$ cat config.mk
export PLATFORM = sky130hd
export DESIGN_NAME = mesh_element_face_extractor
export DESIGN_NICKNAME = d
export VERILOG_FILES = /design/src/design/mefe_pkg.sv /design/src/design/mesh_element_face_extractor.sv
export SDC_FILE = /design/constraint.sdc
export NUM_CORES = 2
export LEC_CHECK = 0
export ABC_AREA = 0
export BUFFER_PORTS_ARGS = -buffer_cell sky130_fd_sc_hd__buf_2
export CAP_MARGIN = 20
export CELL_PAD_IN_SITES_DETAIL_PLACEMENT = 0
export CELL_PAD_IN_SITES_GLOBAL_PLACEMENT = 1
export CORE_ASPECT_RATIO = 1.5
export CORE_MARGIN = 5
export CORE_UTILIZATION = 53
export DETAILED_ROUTE_END_ITERATION = 10
export PLACE_DENSITY_LB_ADDON = 0.1
export SYNTH_ARGS = -nofsm -noshare
export SYNTH_HDL_FRONTEND = slang
export SYNTH_SLANG_ARGS = --single-unit
$ cat constraint.sdc
create_clock -name clk -period 16 [get_ports clk]
set_input_delay 0.8 -clock clk [delete_from_list [all_inputs] [get_ports clk]]
set_output_delay 0.8 -clock clk [all_outputs]
set_load 0.01 [all_outputs]
$ cat src/design/mefe_pkg.sv
`timescale 1ns / 1ps

package mefe_pkg;

  // Width in which node IDs are compared.
  localparam int NODE_ID_BITS = 32;

  typedef logic [NODE_ID_BITS-1:0] id_t;

  // Element type codes
  localparam logic [9:0] TYPE_BEAM2 = 10'd102;
  localparam logic [9:0] TYPE_BEAM3 = 10'd103;
  localparam logic [9:0] TYPE_TRI3  = 10'd203;
  localparam logic [9:0] TYPE_QUAD4 = 10'd204;
  localparam logic [9:0] TYPE_QUAD8 = 10'd208;
  localparam logic [9:0] TYPE_TET4  = 10'd304;
  localparam logic [9:0] TYPE_WEDGE = 10'd306;
  localparam logic [9:0] TYPE_HEX8  = 10'd308;
  localparam logic [9:0] TYPE_TET10 = 10'd310;
  localparam logic [9:0] TYPE_HEX20 = 10'd320;

  typedef enum logic [2:0] {
    SH_BEAM,
    SH_TRI,
    SH_QUAD,
    SH_TET,
    SH_WEDGE,
    SH_HEX
  } shape_e;

  typedef struct packed {
    logic   ok;
    shape_e shape;
  } shape_sel_t;

  typedef struct packed {
    logic [31:0] element_tag;
    logic [9:0]  type_code;
    logic [4:0]  node_count;
    logic [31:0] node_0;
    logic [31:0] node_1;
    logic [31:0] node_2;
    logic [31:0] node_3;
    logic [31:0] node_4;
    logic [31:0] node_5;
    logic [31:0] node_6;
    logic [31:0] node_7;
  } in_item_t;

  typedef struct packed {
    logic [31:0] source_tag;
    logic [2:0]  face_index;
    logic [2:0]  face_size;
    logic [31:0] face_node_a;
    logic [31:0] face_node_b;
    logic [31:0] face_node_c;
    logic [31:0] face_node_d;
    logic        last_face;
  } out_item_t;

  // One face moving through the sort stages
  typedef struct packed {
    logic [31:0]   tag;
    logic [2:0]    index;
    logic [2:0]    size;
    logic          last;
    id_t [3:0]     v;
  } face_t;

  function automatic shape_sel_t decode_shape(logic [9:0] etype, logic [4:0] cnt);
    shape_sel_t r;
    r.ok    = 1'b0;
    r.shape = SH_BEAM;
    case (etype)
      TYPE_BEAM2, TYPE_BEAM3: begin
        r.ok = 1'b1; r.shape = SH_BEAM;
      end
      TYPE_TRI3: begin
        r.ok = (cnt == 5'd3); r.shape = SH_TRI;
      end
      TYPE_QUAD4: begin
        r.ok = (cnt == 5'd4); r.shape = SH_QUAD;
      end
      TYPE_QUAD8: begin
        r.ok = (cnt == 5'd8); r.shape = SH_QUAD;
      end
      TYPE_TET4: begin
        r.ok = (cnt == 5'd4); r.shape = SH_TET;
      end
      TYPE_WEDGE: begin
        r.ok = (cnt == 5'd6); r.shape = SH_WEDGE;
      end
      TYPE_HEX8: begin
        r.ok = (cnt == 5'd8); r.shape = SH_HEX;
      end
      TYPE_TET10: begin
        r.ok = (cnt == 5'd10); r.shape = SH_TET;
      end
      TYPE_HEX20: begin
        r.ok = (cnt == 5'd20); r.shape = SH_HEX;
      end
      default: r.ok = 1'b0;
    endcase
    return r;
  endfunction

  function automatic logic [2:0] face_count(shape_e s);
    logic [2:0] n;
    case (s)
      SH_BEAM:  n = 3'd2;
      SH_TRI:   n = 3'd3;
      SH_QUAD:  n = 3'd4;
      SH_TET:   n = 3'd4;
      SH_WEDGE: n = 3'd5;
      SH_HEX:   n = 3'd6;
      default:  n = 3'd1;
    endcase
    return n;
  endfunction

  function automatic logic [2:0] face_size(shape_e s, logic [2:0] f);
    logic [2:0] n;
    case (s)
      SH_BEAM:  n = 3'd1;
      SH_TRI:   n = 3'd2;
      SH_QUAD:  n = 3'd2;
      SH_TET:   n = 3'd3;
      SH_WEDGE: n = (f < 3'd2) ? 3'd3 : 3'd4;
      SH_HEX:   n = 3'd4;
      default:  n = 3'd1;
    endcase
    return n;
  endfunction

  // Corner numbers of a face, slot 0 in the low bits, 3 bits per slot.
  function automatic logic [11:0] face_corners(shape_e s, logic [2:0] f);
    logic [11:0] c;
    c = '0;
    case (s)
      SH_BEAM: c = (f == 3'd0) ? 12'o0000 : 12'o0001;
      SH_TRI: begin
        case (f)
          3'd0:    c = 12'o0010;
          3'd1:    c = 12'o0021;
          default: c = 12'o0002;
        endcase
      end
      SH_QUAD: begin
        case (f)
          3'd0:    c = 12'o0010;
          3'd1:    c = 12'o0021;
          3'd2:    c = 12'o0032;
          default: c = 12'o0003;
        endcase
      end
      SH_TET: begin
        case (f)
          3'd0:    c = 12'o0210;
          3'd1:    c = 12'o0130;
          3'd2:    c = 12'o0231;
          default: c = 12'o0032;
        endcase
      end
      SH_WEDGE: begin
        case (f)
          3'd0:    c = 12'o0210;
          3'd1:    c = 12'o0543;
          3'd2:    c = 12'o3410;
          3'd3:    c = 12'o4521;
          default: c = 12'o5302;
        endcase
      end
      SH_HEX: begin
        case (f)
          3'd0:    c = 12'o3210;
          3'd1:    c = 12'o7654;
          3'd2:    c = 12'o4510;
          3'd3:    c = 12'o7623;
          3'd4:    c = 12'o4730;
          default: c = 12'o5621;
        endcase
      end
      default: c = '0;
    endcase
    return c;
  endfunction

endpackage

$ cat src/design/mesh_element_face_extractor.sv
`timescale 1ns / 1ps

// Channel | Port                    | Dir | Moves
// --------+-------------------------+-----+---------------------------------
// input   | in_valid/in_stall/in_data    | in  | one element per item
// output  | out_valid/out_stall/out_data | out | one sorted element face per item
//
// An element gives 2 (beam), 3 (tri), 4 (quad, tet), 5 (wedge) or 6 (hex)
// faces; the face sequencer issues one face a cycle unless the gather stage
// is stalled, and the next element is taken in the cycle its last face issues.
// Unknown types and count mismatches are taken and dropped. From accept, a
// face passes through gather, two sort layers and the final layer/output.
// Reset (rst, synchronous) clears all valid bits. Stalls back up stage by
// stage; bubbles are squeezed out and nothing is lost or repeated.

module mesh_element_face_extractor (
  input  logic                 clk,
  input  logic                 rst,
  input  logic                 in_valid,
  output logic                 in_stall,
  input  mefe_pkg::in_item_t   in_data,
  output logic                 out_valid,
  input  logic                 out_stall,
  output mefe_pkg::out_item_t  out_data
);

  // Element holding register (face sequencer source)
  logic                         elem_v;
  logic [31:0]                  elem_tag;
  mefe_pkg::shape_e             elem_shape;
  mefe_pkg::id_t [7:0]          elem_ids;
  logic [2:0]                   fidx;

  // Pipeline stages: gather, sort layer 1, sort layer 2
  logic                         s1_v, s2_v, s3_v;
  mefe_pkg::face_t              s1, s2, s3;

  logic                         out_en, s3_en, s2_en, s1_en;
  logic                         issue, issue_last, in_acc;
  mefe_pkg::shape_sel_t         dec;
  mefe_pkg::face_t              gather, layer1, layer2, layer3;
  logic [11:0]                  corners;
  logic [2:0]                   fcount;

  // Each stage loads when empty or when the one after it moves.
  assign out_en = !out_valid || !out_stall;
  assign s3_en  = !s3_v || out_en;
  assign s2_en  = !s2_v || s3_en;
  assign s1_en  = !s1_v || s2_en;

  assign fcount     = mefe_pkg::face_count(elem_shape);
  assign issue      = elem_v && s1_en;
  assign issue_last = issue && (fidx == fcount - 3'd1);
  assign in_stall   = elem_v && !issue_last;
  assign in_acc     = in_valid && !in_stall;
  assign dec        = mefe_pkg::decode_shape(in_data.type_code, in_data.node_count);

  // Gather the corner IDs of face fidx; unused slots take all ones so they
  // sort to the top and are zeroed at the end.
  always_comb begin
    corners      = mefe_pkg::face_corners(elem_shape, fidx);
    gather.tag   = elem_tag;
    gather.index = fidx;
    gather.size  = mefe_pkg::face_size(elem_shape, fidx);
    gather.last  = (fidx == fcount - 3'd1);
    for (int i = 0; i < 4; i++) begin
      if (3'(i) < gather.size) begin
        gather.v[i] = elem_ids[corners[3*i +: 3]];
      end else begin
        gather.v[i] = '1;
      end
    end
  end

  // Four-input sorting network: (0,1)(2,3) / (0,2)(1,3) / (1,2)
  always_comb begin
    layer1 = s1;
    if (s1.v[0] > s1.v[1]) begin
      layer1.v[0] = s1.v[1];
      layer1.v[1] = s1.v[0];
    end
    if (s1.v[2] > s1.v[3]) begin
      layer1.v[2] = s1.v[3];
      layer1.v[3] = s1.v[2];
    end
  end

  always_comb begin
    layer2 = s2;
    if (s2.v[0] > s2.v[2]) begin
      layer2.v[0] = s2.v[2];
      layer2.v[2] = s2.v[0];
    end
    if (s2.v[1] > s2.v[3]) begin
      layer2.v[1] = s2.v[3];
      layer2.v[3] = s2.v[1];
    end
  end

  always_comb begin
    layer3 = s3;
    if (s3.v[1] > s3.v[2]) begin
      layer3.v[1] = s3.v[2];
      layer3.v[2] = s3.v[1];
    end
    for (int i = 0; i < 4; i++) begin
      if (3'(i) >= s3.size) begin
        layer3.v[i] = '0;
      end
    end
  end

  // Control state
  always_ff @(posedge clk) begin
    if (rst) begin
      elem_v    <= 1'b0;
      fidx      <= '0;
      s1_v      <= 1'b0;
      s2_v      <= 1'b0;
      s3_v      <= 1'b0;
      out_valid <= 1'b0;
    end else begin
      if (in_acc) begin
        elem_v <= dec.ok;
        fidx   <= '0;
      end else if (issue) begin
        elem_v <= !issue_last;
        fidx   <= fidx + 3'd1;
      end
      if (s1_en) s1_v <= issue;
      if (s2_en) s2_v <= s1_v;
      if (s3_en) s3_v <= s2_v;
      if (out_en) out_valid <= s3_v;
    end
  end

  // Payload
  always_ff @(posedge clk) begin
    if (in_acc) begin
      elem_tag    <= in_data.element_tag;
      elem_shape  <= dec.shape;
      elem_ids[0] <= mefe_pkg::id_t'(in_data.node_0);
      elem_ids[1] <= mefe_pkg::id_t'(in_data.node_1);
      elem_ids[2] <= mefe_pkg::id_t'(in_data.node_2);
      elem_ids[3] <= mefe_pkg::id_t'(in_data.node_3);
      elem_ids[4] <= mefe_pkg::id_t'(in_data.node_4);
      elem_ids[5] <= mefe_pkg::id_t'(in_data.node_5);
      elem_ids[6] <= mefe_pkg::id_t'(in_data.node_6);
      elem_ids[7] <= mefe_pkg::id_t'(in_data.node_7);
    end
    if (s1_en) s1 <= gather;
    if (s2_en) s2 <= layer1;
    if (s3_en) s3 <= layer2;
    if (out_en) begin
      out_data.source_tag  <= layer3.tag;
      out_data.face_index  <= layer3.index;
      out_data.face_size   <= layer3.size;
      out_data.face_node_a <= 32'(layer3.v[0]);
      out_data.face_node_b <= 32'(layer3.v[1]);
      out_data.face_node_c <= 32'(layer3.v[2]);
      out_data.face_node_d <= 32'(layer3.v[3]);
      out_data.last_face   <= layer3.last;
    end
  end

  // Sequencer never runs past the element's face list.
  assert property (@(posedge clk) disable iff (rst)
    elem_v |-> (fidx < fcount))
    else $error("face counter out of range");

  // Input is only held off while an element is being expanded.
  assert property (@(posedge clk) disable iff (rst)
    in_stall |-> elem_v)
    else $error("input stalled with no element held");

  // Faces leave sorted.
  assert property (@(posedge clk) disable iff (rst)
    (out_valid && out_data.face_size >= 3'd2) |->
      (out_data.face_node_a <= out_data.face_node_b))
    else $error("face nodes not sorted");

  // Unused slots are cleared.
  assert property (@(posedge clk) disable iff (rst)
    (out_valid && out_data.face_size != 3'd4) |-> (out_data.face_node_d == '0))
    else $error("unused face slot not cleared");

  // A stalled face is held until taken.
  assert property (@(posedge clk) disable iff (rst)
    (out_valid && out_stall) |=> (out_valid && $stable(out_data)))
    else $error("stalled face changed");

endmodule

* After elaboration in Yosys (flattened, before gate mapping)
Cells that the tools add are included.
Operators by class: reductions and logical operators 27, bitwise gates (word level) 0, add/sub/neg operators 2, equality and inequality tests 26, order comparisons 18, mux-type cells 29, shift operators 0, multiply operators 0, div/mod/pow operators 0
Operators by type and width (count):
- binary-select mux 32 bit (select 3 bit) | 4
- two-way mux 32 bit | 8
- two-way mux 64 bit | 3
- > comparator 32 bit | 5
- one-hot mux 12 bit (6 select lines) | 1
- one-hot mux 12 bit (5 select lines) | 1
- == test 10 x 9 -> 1 bit (second input constant) | 5
- one-hot mux 12 bit (4 select lines) | 1
- == test 10 x 8 -> 1 bit (second input constant) | 3
- one-hot mux 3 bit (5 select lines) | 2
- one-hot mux 8 bit (3 select lines) | 1
- == test 10 x 7 -> 1 bit (second input constant) | 2
- OR reduction 2 bit | 9
- less-than comparator 3 x 4 -> 1 bit (second input constant) | 4
- one-hot mux 5 bit (3 select lines) | 1
- == test 3 x 2 -> 1 bit (second input constant) | 4
- one-hot mux 3 bit (4 select lines) | 1
- == test 5 x 3 -> 1 bit (second input constant) | 2
- == test 5 x 4 -> 1 bit (second input constant) | 2
- one-hot mux 5 bit (2 select lines) | 1
- == test 3 bit (second input constant) | 3
- logical NOT 1 bit | 7
- one-hot mux 1 bit (7 select lines) | 1
- == test 3 x 1 -> 1 bit (second input constant) | 2
- other kinds (16) | 29
Word-level totals: output and inout bits 169, RAM bits 0, bits of input ports 307, ROM bits 0, latch bits 0, register bits after elaboration 967, memories 0, logic and storage cells 150

* Depth between registers and ports, before layout
word-level depth 12, gate-level depth with buffers 11, mapped depth without buffers 9

* Worst setup path after synthesis
No wires, ideal clock.
kind reg-to-reg, from reg elem_shape[1], to reg elem_ids[0] (netlist bit), enable pin, stages on the path, launching flop included 10, arrival 8.728 ns, required time 15.309 ns, period minus slack after synthesis 9.418 ns, path slack 6.582 ns, path buffers 2, library setup time 0.691 ns, path through edfxtp_1 > clkbuf_1 > clkbuf_1 > nor2b_1 > xnor2_1 > ha_1 > xor2_1 > xnor2_1 > o41ai_1 > and2_1
On the way: cells in the longest elaborated chain, start to end 10, elaborated cells between the ends (all ways) 15, those cells by class 1 x add/sub; 6 x eq/ne; 1 x mux; 7 x reduce/logical
Ends and longest elaborated chain:
- start, declared | line mesh_element_face_extractor.sv:30 | mefe_pkg::shape_e elem_shape;
- start signal, assigned | line mesh_element_face_extractor.sv:141 | elem_shape <= dec.shape;
- == test 3 x 2 -> 1 bit | line mefe_pkg.sv:109 | case (s)
- OR reduction 2 bit (no line)
- one-hot mux 3 bit (5 select lines) * | line mefe_pkg.sv:109
- subtractor 3 x 1 -> 3 bit * | line mesh_element_face_extractor.sv:53 | assign issue_last = issue && (fidx == fcount - 3'd1);
- == test 3 bit * | line mesh_element_face_extractor.sv:53
- logical AND 1 bit * | line mesh_element_face_extractor.sv:53
- logical NOT 1 bit * | line mesh_element_face_extractor.sv:54 | assign in_stall = elem_v && !issue_last;
- logical AND 1 bit * | line mesh_element_face_extractor.sv:54
- logical NOT 1 bit * | line mesh_element_face_extractor.sv:55 | assign in_acc = in_valid && !in_stall;
- logical AND 1 bit * | line mesh_element_face_extractor.sv:55
- via in_acc | line mesh_element_face_extractor.sv:39 | logic issue, issue_last, in_acc;
- end, declared | line mesh_element_face_extractor.sv:31 | mefe_pkg::id_t [7:0] elem_ids;
The timed path passes the listed nets; every way through them passes the cells marked *. A chain may end at the register's enable or synchronous reset.

* Final worst setup path
from reg elem_shape[0], to reg elem_ids[8] (netlist bit), enable pin
The elaborated chain is that of the path after synthesis.

==> results.yml <==
placed_design:
  dp_slack_ps: 10940
  gpl.final_weighted_congestion: 0.913
  detailedPlacementHpwl_mm: 93.4
  placed_cell_area_mm2: 0.0506
  placement.io_buffers: 475
grt:
  initial_antenna_violation_count: 0
  pin_count_of_the_biggest_net_entering_global_routing: 90
  grt_overflow_total: 0
  grt_pass1_vias: 31600
  grt.total_usage_pct: 27.4
  grt_first_pass_wirelength_mm: 198
sta:
  worst_slew_pin_slew_ps: 1140
  finalSetupViolCount: 0
  postLayoutSetupSlackWorst_ps: 10970
  fin_skew_ps: 38.0
  grt_setup_unrepaired: "false"
  timing.final.crit_share_pct: 31.5
  slew_violations: 0
  period_needed_ps: 5030
  final_tns_setup_ps: 0
  achievable-frequency_mhz: 199
  hold_viol_final: 0
  max-slew-margin-rel_pct: 23.8
synthesis:
  synth_xor_area_share_pct: 0.197
  synth-simple-area-share_pct: 7.71
  mappedNetlistArea_mm2: 0.0471
  syn-instance-count: 3516
  synth_compound_area_share_pct: 8.58
  synth_enable_flop_cells: 959
  postSynth.topFlopCell: "edfxtp_1"
  yosys.area_share.adder_pct: 4.41
  largest_family_of_logic_cells_by_synthesized_area: "multiplexers"
  postSynth.asyncResetShare_pct: 0
  synth.cells.most_frequent: "959 x edfxtp_1, 500 x nand2_1, 323 x mux2i_1"
  count_of_distinct_cell_types_in_the_synthesized_netlist: 75
  mappedNetlistNets: 3989
  netlist_top_cells_area: "edfxtp_1 61%, mux2i_1 6.9%, mux2_2 5.5%"
  yosys.area.top_type: "edfxtp_1"
  synthesis.yosys.warnings: 0
  synth.most_common_cell: "edfxtp_1"
  syn_area_per_cell_um2: 13.4
  synth_sequential_area_ratio_pct: 61.5
  synth.mux.area_fraction_pct: 14.2
  synth-seq-cells: 967
  synth_top_area_share_pct: 61.2
setup_path:
  timing.critical_path.arrival_ps: 5350
  critical_path_required_ps: 16310
  crit_path_end_kind: "register"
  critical_path.startpoint_type: "register"
  worstSetupPathType: "reg -> reg"
  worst_path_fanout_max: 81
floorplanning:
  die_area_mm2: 0.0950
  die_w_um: 253
  die_h_um: 375
  core.rowCount: 134
  boundaryPins: 476
  core_area_mm2: 0.0885
  initial_utilization_pct: 53.2
routing:
  detailedRoute.firstPassIterationCount: 7
  detail-route-antenna-nets: 0
  viasPerCell: 6.04
  via_count: 31200
  drt_first_iter_violations: 2601
  drc_errors: 0
  wirelength_mm: 133
  wl_per_cell_um: 25.8
clocking:
  cts_made_buffers: 90
  holdBufCountCts: 0
  cts_max_level: 3
  post_cts.repair.setup_buffers: 0
  clk-insertion-delay-late_ps: 700
  tritoncts: "done"
  clock_sink_count: 967
  cts.root.buffer_cell: "clkbuf_16"
  max-clock-path-buffers: 3
  worst_setup_hold_path_clk_slew_ps: 60
  ctsResizeCount: 0
status:
  outcome: "finished, final reports clean"
hold_path:
  hp_class: "in -> reg"
pwr:
  power.static_leakage_nw: 21.3
  pwr_density_cell_mw_per_mm2: 119
  ir_drop_mv: 0.103
cells_and_area:
  finish.net_count: 4408
  layout_overhead_on_the_synthesized_area_pct: 14.2
  antenna_cells_inserted: 0
  layout-drive-gt1-share_pct: 25.6
  stdcell_area_mm2: 0.0538
flow_run:
  maximum_capacitance_violations: 0
through the flow:
| stage | utilization, % | hold slack, ps | total power, mW | cells |
|---|---|---|---|---|
| global placement | 57.1 | 401 | 4.13 | 4998 |
| floorplan | - | 400 | 3.80 | 3516 |
| finish | 60.8 | 280 | 6.41 | 5168 |
| global route | 60.8 | 260 | 6.65 | 5168 |
| detailed placement | 57.1 | 405 | 4.16 | 4998 |
| CTS | 60.7 | 233 | 6.45 | 5167 |
path summary, 6_finish.rpt:
path / slack, ps / depth (start not counted) / startpoint / to
max: 10970 / 9 / elem_shape[0] / elem_ids[8]
min: 280 / 1 / in_data[143] / elem_ids[111]
max reg2reg: 10970 / 9 / elem_shape[0] / elem_ids[8]
min reg2reg: 420 / 0 / elem_tag[20] / layer1[155]
state kept, by name (all words and copies together), names as in the netlist:
register and flops:
elem_ids 256, s1 128, layer2 39, out_valid 1
s3 128, s2_v 1, elem_tag 32, out_data 167
s1_v 1, fidx 3, s2 128, s3_v 1
layer1 39, elem_v 1, elem_shape 3, layer3 39
placed cells by master (no fill, tap or decap), drive strengths merged, types with 8 or more instances in the layout:
cell type,netlist,routed
a32oi,32,32
inv,178,184
nand3,19,19
o22a,33,33
clkinvlp,0,9
a211oi,37,37
a31oi,37,37
nand2b,8,8
o21a,8,8
edfxtp,959,959
nor2b,42,42
nand4,35,35
clkinv,1,34
o22ai,36,36
a21oi,87,87
bufinv,0,15
a22oi,36,36
and2,33,33
a32o,64,64
o221a,33,33
o21ai,111,111
dfxtp,8,8
buf,74,525
mux2,288,288
clkbuf,124,106
mux2i,323,323
ha,166,166
nand2,500,500
nor2,128,128
nor3,17,17
power by group:
| group | leakage, nW | switching, mW | total, mW | internal (mW) |
|---|---|---|---|---|
| clock | 1.52 | 0.980 | 2.29 | 1.31 |
| sequential | 9.62 | 0.182 | 3.29 | 3.10 |
| combinational | 10.2 | 0.454 | 0.833 | 0.378 |
critical path: stages (launching register included):
cell      delay, ps
edfxtp_1        690
clkinv_1        410
a21o_1          250
ha_1            180
xor2_1          150
xnor2_1         180
o41ai_1         510
and2_4          680
buf_4           840
buf_4           670
metal layers:
layer	up-vias	GRT usage [%]	wire, um
met4	0	11.6	5890
met1	15300	36.4	54000
met5	-	0	0
li1	14100	-	-
met2	1473	45.5	64400
met3	317	3.91	9080
final cells by class:
type / instances / area, um^2
fill: 6932 / 34700
timing repair buffer: 525 / 2770
tap: 1156 / 1450
clock inverter: 63 / 852
inverter: 179 / 682
multi-input combinational: 2172 / 16700
sequential: 967 / 29000
clock buffer: 106 / 2330
logic make-up (layout without fill, tap and decap cells):
logic type	count (synthesis)	in the layout
XOR/XNOR	9	9
flip-flops	967	967
multiplexers	611	611
AND/OR/NAND/NOR	829	829
adder cells (fa/ha/maj)	166	166
AO/OA/AOI/OAI	557	557
buffers and inverters	377	873
No activity file was read; power rests on OpenSTA's default activity.
